===== src/sv/esd_pkg.sv =====
// shared types, widths and reset constants for the edge swipe detector
`default_nettype none

package esd_pkg;

    // default sizes handed to the top level parameters
    localparam int COORD_BITS_DEF = 12;
    localparam int TICK_BITS_DEF  = 32;

    // configuration register widths
    localparam int EDGE_W     = 12;
    localparam int TRAVEL_W   = 12;
    localparam int DRIFT_W    = 12;
    localparam int SCREEN_W   = 13;
    localparam int COOLDOWN_W = 16;

    // configuration port sizes
    localparam int CFG_DATA_W = 16;
    localparam int CFG_IDX_W  = 3;

    // result transaction width: fired flag and edge, padded to a byte
    localparam int OUT_BITS    = 3;
    localparam int OUT_TDATA_W = 8;

    // register reset values
    localparam logic [EDGE_W-1:0]     EDGE_WIDTH_RST = EDGE_W'(32);
    localparam logic [TRAVEL_W-1:0]   MIN_TRAVEL_RST = TRAVEL_W'(70);
    localparam logic [DRIFT_W-1:0]    MAX_DRIFT_RST  = DRIFT_W'(50);
    localparam logic [SCREEN_W-1:0]   SCREEN_RST     = SCREEN_W'(320);
    localparam logic [COOLDOWN_W-1:0] COOLDOWN_RST   = COOLDOWN_W'(800);

    // register indexes
    typedef enum logic [CFG_IDX_W-1:0] {
        CFG_EDGE_WIDTH     = 3'd0,
        CFG_MIN_TRAVEL     = 3'd1,
        CFG_MAX_DRIFT      = 3'd2,
        CFG_SCREEN_WIDTH   = 3'd3,
        CFG_COOLDOWN_TICKS = 3'd4
    } t_cfg_idx;

    // edge of the current press
    typedef enum logic [1:0] {
        EDGE_NONE  = 2'd0,
        EDGE_LEFT  = 2'd1,
        EDGE_RIGHT = 2'd2
    } t_edge;

    // configuration bundle seen by the core
    typedef struct packed {
        logic [EDGE_W-1:0]     edge_width;
        logic [TRAVEL_W-1:0]   min_travel;
        logic [DRIFT_W-1:0]    max_drift;
        logic [SCREEN_W-1:0]   screen_width;
        logic [COOLDOWN_W-1:0] cooldown_ticks;
    } t_cfg;

    // per-sample result from the core
    typedef struct packed {
        logic  fired;
        t_edge swipe_edge;
    } t_result;

endpackage

`default_nettype wire


===== src/sv/esd_cfg_regs.sv =====
// configuration register file for the edge swipe detector
`default_nettype none

module esd_cfg_regs (
    input  wire logic                           i_clk,
    input  wire logic                           i_rst_n,
    input  wire logic                           i_cfg_we,
    input  wire logic [esd_pkg::CFG_IDX_W-1:0]  i_cfg_index,
    input  wire logic [esd_pkg::CFG_DATA_W-1:0] i_cfg_wdata,
    output esd_pkg::t_cfg                       o_cfg
);
    import esd_pkg::*;

    t_cfg r_cfg;

    // register writes, unknown indexes dropped
    always_ff @(posedge i_clk) begin
        if (!i_rst_n) begin
            r_cfg.edge_width     <= EDGE_WIDTH_RST;
            r_cfg.min_travel     <= MIN_TRAVEL_RST;
            r_cfg.max_drift      <= MAX_DRIFT_RST;
            r_cfg.screen_width   <= SCREEN_RST;
            r_cfg.cooldown_ticks <= COOLDOWN_RST;
        end else if (i_cfg_we) begin
            unique case (t_cfg_idx'(i_cfg_index))
                CFG_EDGE_WIDTH:     r_cfg.edge_width     <= i_cfg_wdata[EDGE_W-1:0];
                CFG_MIN_TRAVEL:     r_cfg.min_travel     <= i_cfg_wdata[TRAVEL_W-1:0];
                CFG_MAX_DRIFT:      r_cfg.max_drift      <= i_cfg_wdata[DRIFT_W-1:0];
                CFG_SCREEN_WIDTH:   r_cfg.screen_width   <= i_cfg_wdata[SCREEN_W-1:0];
                CFG_COOLDOWN_TICKS: r_cfg.cooldown_ticks <= i_cfg_wdata[COOLDOWN_W-1:0];
                default: ;
            endcase
        end
    end

    assign o_cfg = r_cfg;

endmodule

`default_nettype wire


===== src/sv/esd_core.sv =====
// press tracking state and swipe decision for one sample
`default_nettype none

module esd_core #(
    parameter int COORD_BITS = esd_pkg::COORD_BITS_DEF,
    parameter int TICK_BITS  = esd_pkg::TICK_BITS_DEF
) (
    input  wire logic                  i_clk,
    input  wire logic                  i_rst_n,
    input  esd_pkg::t_cfg              i_cfg,
    input  wire logic                  i_adv,
    input  wire logic                  i_pressed,
    input  wire logic [COORD_BITS-1:0] i_x,
    input  wire logic [COORD_BITS-1:0] i_y,
    input  wire logic [TICK_BITS-1:0]  i_now,
    output esd_pkg::t_result           o_result
);
    import esd_pkg::*;

    // signed compare width covering coordinates and the screen width
    localparam int CMP_W = ((COORD_BITS > SCREEN_W) ? COORD_BITS : SCREEN_W) + 1;

    logic                  r_finger_down;
    logic                  r_already_fired;
    t_edge                 r_start_edge;
    logic [COORD_BITS-1:0] r_start_x;
    logic [COORD_BITS-1:0] r_start_y;
    logic [TICK_BITS-1:0]  r_cooldown_end;

    logic                  n_finger_down;
    logic                  n_already_fired;
    t_edge                 n_start_edge;
    logic [COORD_BITS-1:0] n_start_x;
    logic [COORD_BITS-1:0] n_start_y;
    logic [TICK_BITS-1:0]  n_cooldown_end;

    logic [TICK_BITS-1:0]  remain;
    logic                  cooling;
    logic                  first;
    logic signed [CMP_W-1:0] xs;
    logic signed [CMP_W-1:0] ews;
    logic signed [CMP_W-1:0] right_limit;
    t_edge                 class_edge;
    logic                  prev_fired;
    logic signed [CMP_W-1:0] dx;
    logic signed [CMP_W-1:0] dy;
    logic signed [CMP_W-1:0] dy_abs;
    logic signed [CMP_W-1:0] travel;
    logic signed [CMP_W-1:0] drift;
    logic                  travel_ok;
    logic                  fire;

    // cooldown window check with wraparound
    assign remain  = r_cooldown_end - i_now;
    assign cooling = (remain != '0) && !remain[TICK_BITS-1];

    // classify a fresh press against the two borders
    assign first       = !r_finger_down;
    assign xs          = $signed({{(CMP_W-COORD_BITS){1'b0}}, i_x});
    assign ews         = $signed({{(CMP_W-EDGE_W){1'b0}}, i_cfg.edge_width});
    assign right_limit = $signed({{(CMP_W-SCREEN_W){1'b0}}, i_cfg.screen_width}) - ews;

    always_comb begin
        if (xs <= ews) begin
            class_edge = EDGE_LEFT;
        end else if (xs >= right_limit) begin
            class_edge = EDGE_RIGHT;
        end else begin
            class_edge = EDGE_NONE;
        end
    end

    // start point for this sample: latched now or kept from the press
    assign n_start_x    = (i_pressed && first) ? i_x : r_start_x;
    assign n_start_y    = (i_pressed && first) ? i_y : r_start_y;
    assign prev_fired   = first ? 1'b0 : r_already_fired;

    // travel and drift relative to the start point
    assign dx     = $signed({{(CMP_W-COORD_BITS){1'b0}}, i_x}) -
                    $signed({{(CMP_W-COORD_BITS){1'b0}}, n_start_x});
    assign dy     = $signed({{(CMP_W-COORD_BITS){1'b0}}, i_y}) -
                    $signed({{(CMP_W-COORD_BITS){1'b0}}, n_start_y});
    assign dy_abs = dy[CMP_W-1] ? -dy : dy;
    assign travel = $signed({{(CMP_W-TRAVEL_W){1'b0}}, i_cfg.min_travel});
    assign drift  = $signed({{(CMP_W-DRIFT_W){1'b0}}, i_cfg.max_drift});

    always_comb begin
        n_start_edge = i_pressed ? (first ? class_edge : r_start_edge) : EDGE_NONE;
        travel_ok    = 1'b0;
        if (dy_abs <= drift) begin
            case (n_start_edge)
                EDGE_LEFT:  travel_ok = (dx >= travel);
                EDGE_RIGHT: travel_ok = (dx <= -travel);
                default:    travel_ok = 1'b0;
            endcase
        end
    end

    // firing decision and next press state
    assign fire            = i_pressed && !cooling && !prev_fired && travel_ok;
    assign n_finger_down   = i_pressed;
    assign n_already_fired = i_pressed && (prev_fired || fire);
    assign n_cooldown_end  = fire ? (i_now + TICK_BITS'(i_cfg.cooldown_ticks))
                                  : r_cooldown_end;

    // state moves only when a sample passes to the result register
    always_ff @(posedge i_clk) begin
        if (!i_rst_n) begin
            r_finger_down   <= 1'b0;
            r_already_fired <= 1'b0;
            r_start_edge    <= EDGE_NONE;
            r_start_x       <= '0;
            r_start_y       <= '0;
            r_cooldown_end  <= '0;
        end else if (i_adv) begin
            r_finger_down   <= n_finger_down;
            r_already_fired <= n_already_fired;
            r_start_edge    <= n_start_edge;
            r_start_x       <= n_start_x;
            r_start_y       <= n_start_y;
            r_cooldown_end  <= n_cooldown_end;
        end
    end

    assign o_result.fired      = fire;
    assign o_result.swipe_edge = n_start_edge;

    // a fired press never fires twice
    a_fired_sticks: assert property (@(posedge i_clk) disable iff (!i_rst_n)
        (i_adv && fire) |=> r_already_fired)
        else $error("already_fired not set after a firing");

    a_fired_needs_press: assert property (@(posedge i_clk) disable iff (!i_rst_n)
        r_already_fired |-> r_finger_down)
        else $error("already_fired set with no finger down");

    a_released_no_edge: assert property (@(posedge i_clk) disable iff (!i_rst_n)
        !r_finger_down |-> (r_start_edge == EDGE_NONE))
        else $error("start edge kept after release");

    a_fire_sets_cooldown: assert property (@(posedge i_clk) disable iff (!i_rst_n)
        (i_adv && fire) |=> (r_cooldown_end ==
            $past(i_now + TICK_BITS'(i_cfg.cooldown_ticks))))
        else $error("cooldown end not loaded on firing");

endmodule

`default_nettype wire


===== src/sv/edge_swipe_detector.sv =====
// edge swipe detector top level: input register, core, result register
//
//  channel  | direction | tdata fields, lowest bit first
//  s_axis   | in        | touch_pressed, x_pos, y_pos, now_tick
//  m_axis   | out       | swipe_fired, swipe_edge
//  cfg      | in        | i_cfg_index selects register, i_cfg_wdata value
//
// one sample per cycle sustained while m_axis takes results; input register, then result register
// the decision is compares, differences and one add between the input and result registers
// synchronous active low reset restores register defaults and clears press state
// a stalled result holds its register; the input register still takes one more sample
// press state advances only as a sample moves into the result register
`default_nettype none

module edge_swipe_detector #(
    parameter int COORD_BITS = esd_pkg::COORD_BITS_DEF,
    parameter int TICK_BITS  = esd_pkg::TICK_BITS_DEF
) (
    input  wire logic                              i_clk,
    input  wire logic                              i_rst_n,
    // touch_pressed, x_pos, y_pos, now_tick, zero pad
    input  wire logic [((1+2*COORD_BITS+TICK_BITS+7)/8)*8-1:0] s_axis_tdata,
    input  wire logic                              s_axis_tvalid,
    output logic                                   s_axis_tready,
    // swipe_fired, swipe_edge, zero pad
    output logic [esd_pkg::OUT_TDATA_W-1:0]        m_axis_tdata,
    output logic                                   m_axis_tvalid,
    input  wire logic                              m_axis_tready,
    input  wire logic                              i_cfg_we,
    input  wire logic [esd_pkg::CFG_IDX_W-1:0]     i_cfg_index,
    input  wire logic [esd_pkg::CFG_DATA_W-1:0]    i_cfg_wdata
);
    import esd_pkg::*;

    localparam int X_LO = 1;
    localparam int Y_LO = X_LO + COORD_BITS;
    localparam int T_LO = Y_LO + COORD_BITS;

    t_cfg    cfg;
    t_result result;

    logic                  r_in_valid;
    logic                  r_in_pressed;
    logic [COORD_BITS-1:0] r_in_x;
    logic [COORD_BITS-1:0] r_in_y;
    logic [TICK_BITS-1:0]  r_in_now;
    logic                  r_out_valid;
    t_result               r_out;
    logic                  adv;
    logic                  in_take;

    esd_cfg_regs u_cfg (
        .i_clk       (i_clk),
        .i_rst_n     (i_rst_n),
        .i_cfg_we    (i_cfg_we),
        .i_cfg_index (i_cfg_index),
        .i_cfg_wdata (i_cfg_wdata),
        .o_cfg       (cfg)
    );

    esd_core #(
        .COORD_BITS (COORD_BITS),
        .TICK_BITS  (TICK_BITS)
    ) u_core (
        .i_clk     (i_clk),
        .i_rst_n   (i_rst_n),
        .i_cfg     (cfg),
        .i_adv     (adv),
        .i_pressed (r_in_pressed),
        .i_x       (r_in_x),
        .i_y       (r_in_y),
        .i_now     (r_in_now),
        .o_result  (result)
    );

    // handshake: sample moves on when the result slot is free or draining
    assign adv           = r_in_valid && (!r_out_valid || m_axis_tready);
    assign s_axis_tready = !r_in_valid || adv;
    assign in_take       = s_axis_tvalid && s_axis_tready;

    // input register
    always_ff @(posedge i_clk) begin
        if (!i_rst_n) begin
            r_in_valid <= 1'b0;
        end else if (in_take) begin
            r_in_valid <= 1'b1;
        end else if (adv) begin
            r_in_valid <= 1'b0;
        end
    end

    always_ff @(posedge i_clk) begin
        if (in_take) begin
            r_in_pressed <= s_axis_tdata[0];
            r_in_x       <= s_axis_tdata[X_LO +: COORD_BITS];
            r_in_y       <= s_axis_tdata[Y_LO +: COORD_BITS];
            r_in_now     <= s_axis_tdata[T_LO +: TICK_BITS];
        end
    end

    // result register
    always_ff @(posedge i_clk) begin
        if (!i_rst_n) begin
            r_out_valid <= 1'b0;
        end else if (adv) begin
            r_out_valid <= 1'b1;
        end else if (m_axis_tready) begin
            r_out_valid <= 1'b0;
        end
    end

    always_ff @(posedge i_clk) begin
        if (adv) begin
            r_out <= result;
        end
    end

    assign m_axis_tvalid = r_out_valid;
    assign m_axis_tdata  = {{(OUT_TDATA_W-OUT_BITS){1'b0}}, r_out.swipe_edge, r_out.fired};

    // a fired result always names an edge
    a_fire_has_edge: assert property (@(posedge i_clk) disable iff (!i_rst_n)
        (r_out_valid && r_out.fired) |-> (r_out.swipe_edge != EDGE_NONE))
        else $error("swipe fired without an edge");

    // a held sample blocks a new input transaction
    a_full_blocks: assert property (@(posedge i_clk) disable iff (!i_rst_n)
        (r_in_valid && !adv) |-> !s_axis_tready)
        else $error("input accepted while input register is full");

    // a result taken with nothing behind it empties the slot
    a_out_drains: assert property (@(posedge i_clk) disable iff (!i_rst_n)
        (r_out_valid && m_axis_tready && !adv) |=> !r_out_valid)
        else $error("result register not released after transaction");

endmodule

`default_nettype wire


===== config.mk =====
export PLATFORM = sky130hd
export DESIGN_NAME = edge_swipe_detector
export DESIGN_NICKNAME = d
export VERILOG_FILES = /design/src/sv/esd_pkg.sv /design/src/sv/esd_cfg_regs.sv /design/src/sv/esd_core.sv /design/src/sv/edge_swipe_detector.sv
export SDC_FILE = /design/constraint.sdc
export NUM_CORES = 1
export LEC_CHECK = 0
export BUFFER_PORTS_ARGS = -buffer_cell sky130_fd_sc_hd__buf_2
export CORE_ASPECT_RATIO = 2
export CORE_MARGIN = 1
export CORE_UTILIZATION = 40
export DETAILED_ROUTE_END_ITERATION = 10
export HOLD_SLACK_MARGIN = 0.12
export PLACE_DENSITY_LB_ADDON = 0.1
export REMOVE_ABC_BUFFERS = 1
export SLEW_MARGIN = 20
export SYNTH_ARGS = -nofsm -noshare
export SYNTH_HDL_FRONTEND = slang
export SYNTH_SLANG_ARGS = --single-unit

===== constraint.sdc =====
create_clock -name i_clk -period 6.91 [get_ports i_clk]
set_input_delay 0.691 -clock i_clk [delete_from_list [all_inputs] [get_ports i_clk]]
set_output_delay 0.691 -clock i_clk [all_outputs]
set_load 0.005 [all_outputs]

==> metrics <==
clock network fraction of design power 33.9%; number of nets still failing antenna checks after routing 0; standard-cell row count 95; routed vias/inst 5.523; count of synthesis-stage warnings from yosys 0; number of antenna violations at the first check in global routing 2; launch point of the worst hold path s_axis_tdata[32]; Layout Utilization 44.64%; aggregate routed wire length 39,630 um; Area growth syn-to-layout 10.17%; relative slew slack 35.46%; Power Dens Cells 197.3 nW/um2; most frequent standard cell in the layout excluding fill and tap cells nand2_1; share of the synthesized area in the top cell type a little under a fifth; number of flops mapped to enable cells by yosys 60; most common flop cell mapped by yosys dfxtp_1; nature of the critical path startpoint flop; worst reg2reg path endpoint u_core.r_cooldown_end[22]; Internal Pwr Total 1985 uW; worst-path maximum fanout 19; TritonCTS clock tree built; Top Ports 98; vias in the first global route 11,810; Hold-fix buffers, CTS 0; clock network latency to the later pin of the worst-skew pair 450 ps; Worst EP required 7280 ps; peak supply drop between 0.15 and 0.2 mV; Arrival @ worst endpoint roughly 6700 ps; top post-synthesis cells by area dfxtp_1 19%, edfxtp_1 13%, ha_1 13%, nand2_1 7.0%, a21oi_1 4.9%; Num CTS Buffers 17; Hold Path Stages 1; clock input transition at the sequential cells of the worst setup and hold paths 80 ps; starting density of the core 40.52%; gr usage total between 20% and 30%; maximum clock path buffer count 2; global-route wire length before repair 61,580 um; commonest non-fill, non-tap cells in the layout 253 x nand2_1, 144 x ha_1, 132 x a21oi_1; Setup violations, final 0; hold crit path type primary input to flop; Fin. Hold Viols 0; die outline width 132.1 um; cell with the biggest individual delay on the critical path edfxtp_1; layout cells sized above 1 10.14%; unrepaired setup endpoints after global routing false; worst clock skew 7.778 ps; detailed router's first-iteration violation count 481; switching power 957.1 uW; startpoint of the lowest-slack register-to-register path r_in_pressed; mean cell area of the mapped netlist about 8.4 um2; clock tree sinks between 150 and 200; number of cells produced by synthesis between 1,500 and 2,000; CP peak stage delay 560 ps; flop and latch count out of synthesis 187; Leakage 0.006346 uW; core area 33,400 um2; count of distinct cell types in the synthesized netlist 85; total of buffers placed on input and output ports 85; Slew Viols, Final 0; HPWL reported at the end of detailed placement 30,930 um; shortest period the worst path allows 6302 ps; RePlAce Congestion between 0.9 and 1; sequential share of power about two fifths; critical path start-end classification flop to flop; count of vias placed by the detailed router approximately 12,000; Worst Hold Path EP r_in_now[7]; final net count 1,890; share of synthesized area occupied by flip-flops and latches 32.10%; setup_tns 0 ps; detailed-route DRC error count 0; element type at the critical path end flop; GRT Residual Overflow 0; period utilisation layout 91.20%; placed instance area 14,340 um2; share of flip-flops with an asynchronous set or reset 0%; sw frac between 30% and 40%; Hold Worst Slack 404.9 ps; first drt pass iteration count 5; Max Freq 158.7 MHz; max-capacitance violation count 0; DIE AREA 34,620 um2; overall power of the completed layout 2942 uW; buffer cell driving the clock tree root clkbuf_16; wire per inst 18.85 um; Die Y 262.1 um; number of cells on the worst reg-to-reg path 27; register-to-register path setup slack around 600 ps; area of the mapped netlist 13,530 um2; cell mode on critical path a21oi_1; pin count of the biggest net entering global routing between 60 and 70; depth of the CTS H-tree 4; outcome finished clean; Comb power frac 24.9%; worst slew pin tran about 940 ps; final instance area 14,910 um2; Yosys top cell by area dfxtp_1
[stage by stage]
stage / instances / setup WS, ps
after floorplan: 1537 / -1826
after global placement: 2070 / 455.6
after detailed placement: 2070 / 377.2
after CTS: 2102 / 337.1
after global routing: 2103 / 116.7
final: 2103 / 608.3
[per-layer routing]
| layer | part of all wire [%] | GRT usage [%] | vias to the layer above |
|---|---|---|---|
| met2 | 57 | 48.47 | 207 |
| met5 | 0.023 | 0 | - |
| li1 | - | - | 5814 |
| met1 | 35 | 20.68 | 5496 |
| met4 | 6.0 | 15.76 | 2 |
| met3 | 2.1 | 2.623 | 95 |
[cells by family after synthesis]
| logic type | Yosys count | share of synthesized area (%) |
|---|---|---|
| and+or+nand+nor | 553 | 19.35 |
| AOI/OAI and AO/OA | 409 | 20.32 |
| DFF | 187 | 32.10 |
| buffers and inverters | 175 | 5.260 |
| adders and majority gates | 152 | 14.27 |
| xor gates and xnor gates | 83 | 5.565 |
| muxes | 42 | 3.106 |
| other | 1 | 0.02771 |
[cell type report]
class | instances | area (um2)
Multi-Input combinational cell | 1244 | 8522
Antenna cell | 1 | 2.502
Clock buffer | 20 | 467.9
Fill cell | 3350 | 18490
Clock inverter | 12 | 100.1
Tap cell | 436 | 545.5
Timing Repair Buffer | 97 | 530.5
Inverter | 106 | 397.9
Sequential cell | 187 | 4344
[cell usage after synthesis, types with 29 or more instances]
library cell  number
a21o_1            30
a21oi_1          132
clkbuf_1          46
dfxtp_1          127
edfxtp_1          60
ha_1             144
inv_1            106
mux2i_1           42
nand2_1          253
nand3_1           38
nor2_1            77
nor2b_1           33
nor3_1            29
o21ai_0           72
xnor2_1           58
[worst max-delay path, delay by kind of cell (launching register included)]
| kind | cells | cell delay (ps) |
|---|---|---|
| AOI/OAI and AO/OA | 14 | 2390 |
| adders and majority gates | 3 | 880 |
| buffers and inverters | 2 | 490 |
| DFF | 1 | 560 |
| and+or+nand+nor | 8 | 1880 |
[how the worst max path moves through the flow]
stage	start	slack [ps]	to	depth (start not counted)
floorplan	r_in_pressed	-1830	u_core.r_cooldown_end[0]	24
global placement	r_in_pressed	460	u_core.r_cooldown_end[22]	27
detailed placement	r_in_pressed	380	u_core.r_cooldown_end[22]	27
CTS	r_in_pressed	340	u_core.r_cooldown_end[22]	27
global route	r_in_pressed	120	u_core.r_cooldown_end[17]	27
finish	r_in_pressed	610	u_core.r_cooldown_end[22]	27
[power by group through the flow]
stage / clock (uW) / sequential, uW / combinational (uW)
2_1_floorplan: 0 / 1220 / 523
3_3_place_gp: 0 / 1240 / 722
3_5_place_dp: 0 / 1240 / 733
4_1_cts: 1020 / 1210 / 737
5_1_grt: 1050 / 1220 / 825
6_report: 997 / 1210 / 734
[flip-flops by register name, indices dropped and copies added (netlist names)]
| name | cells |
|---|---|
| m_axis_tdata | 3 |
| m_axis_tvalid | 1 |
| r_in_now | 32 |
| r_in_pressed | 1 |
| r_in_valid | 1 |
| r_in_x | 12 |
| r_in_y | 12 |
| u_cfg.o_cfg | 65 |
| u_core.r_already_fired | 1 |
| u_core.r_cooldown_end | 32 |
| u_core.r_finger_down | 1 |
| u_core.r_start_edge | 2 |
| u_core.r_start_x | 12 |
| u_core.r_start_y | 12 |
[what timing repair did]
action | in CTS | in global routing
buffers inserted | 0 | 0
endpoints found under the setup margin | 0 | 32
resized for setup | 0 | 2
Power figures use the tool's default switching activity.
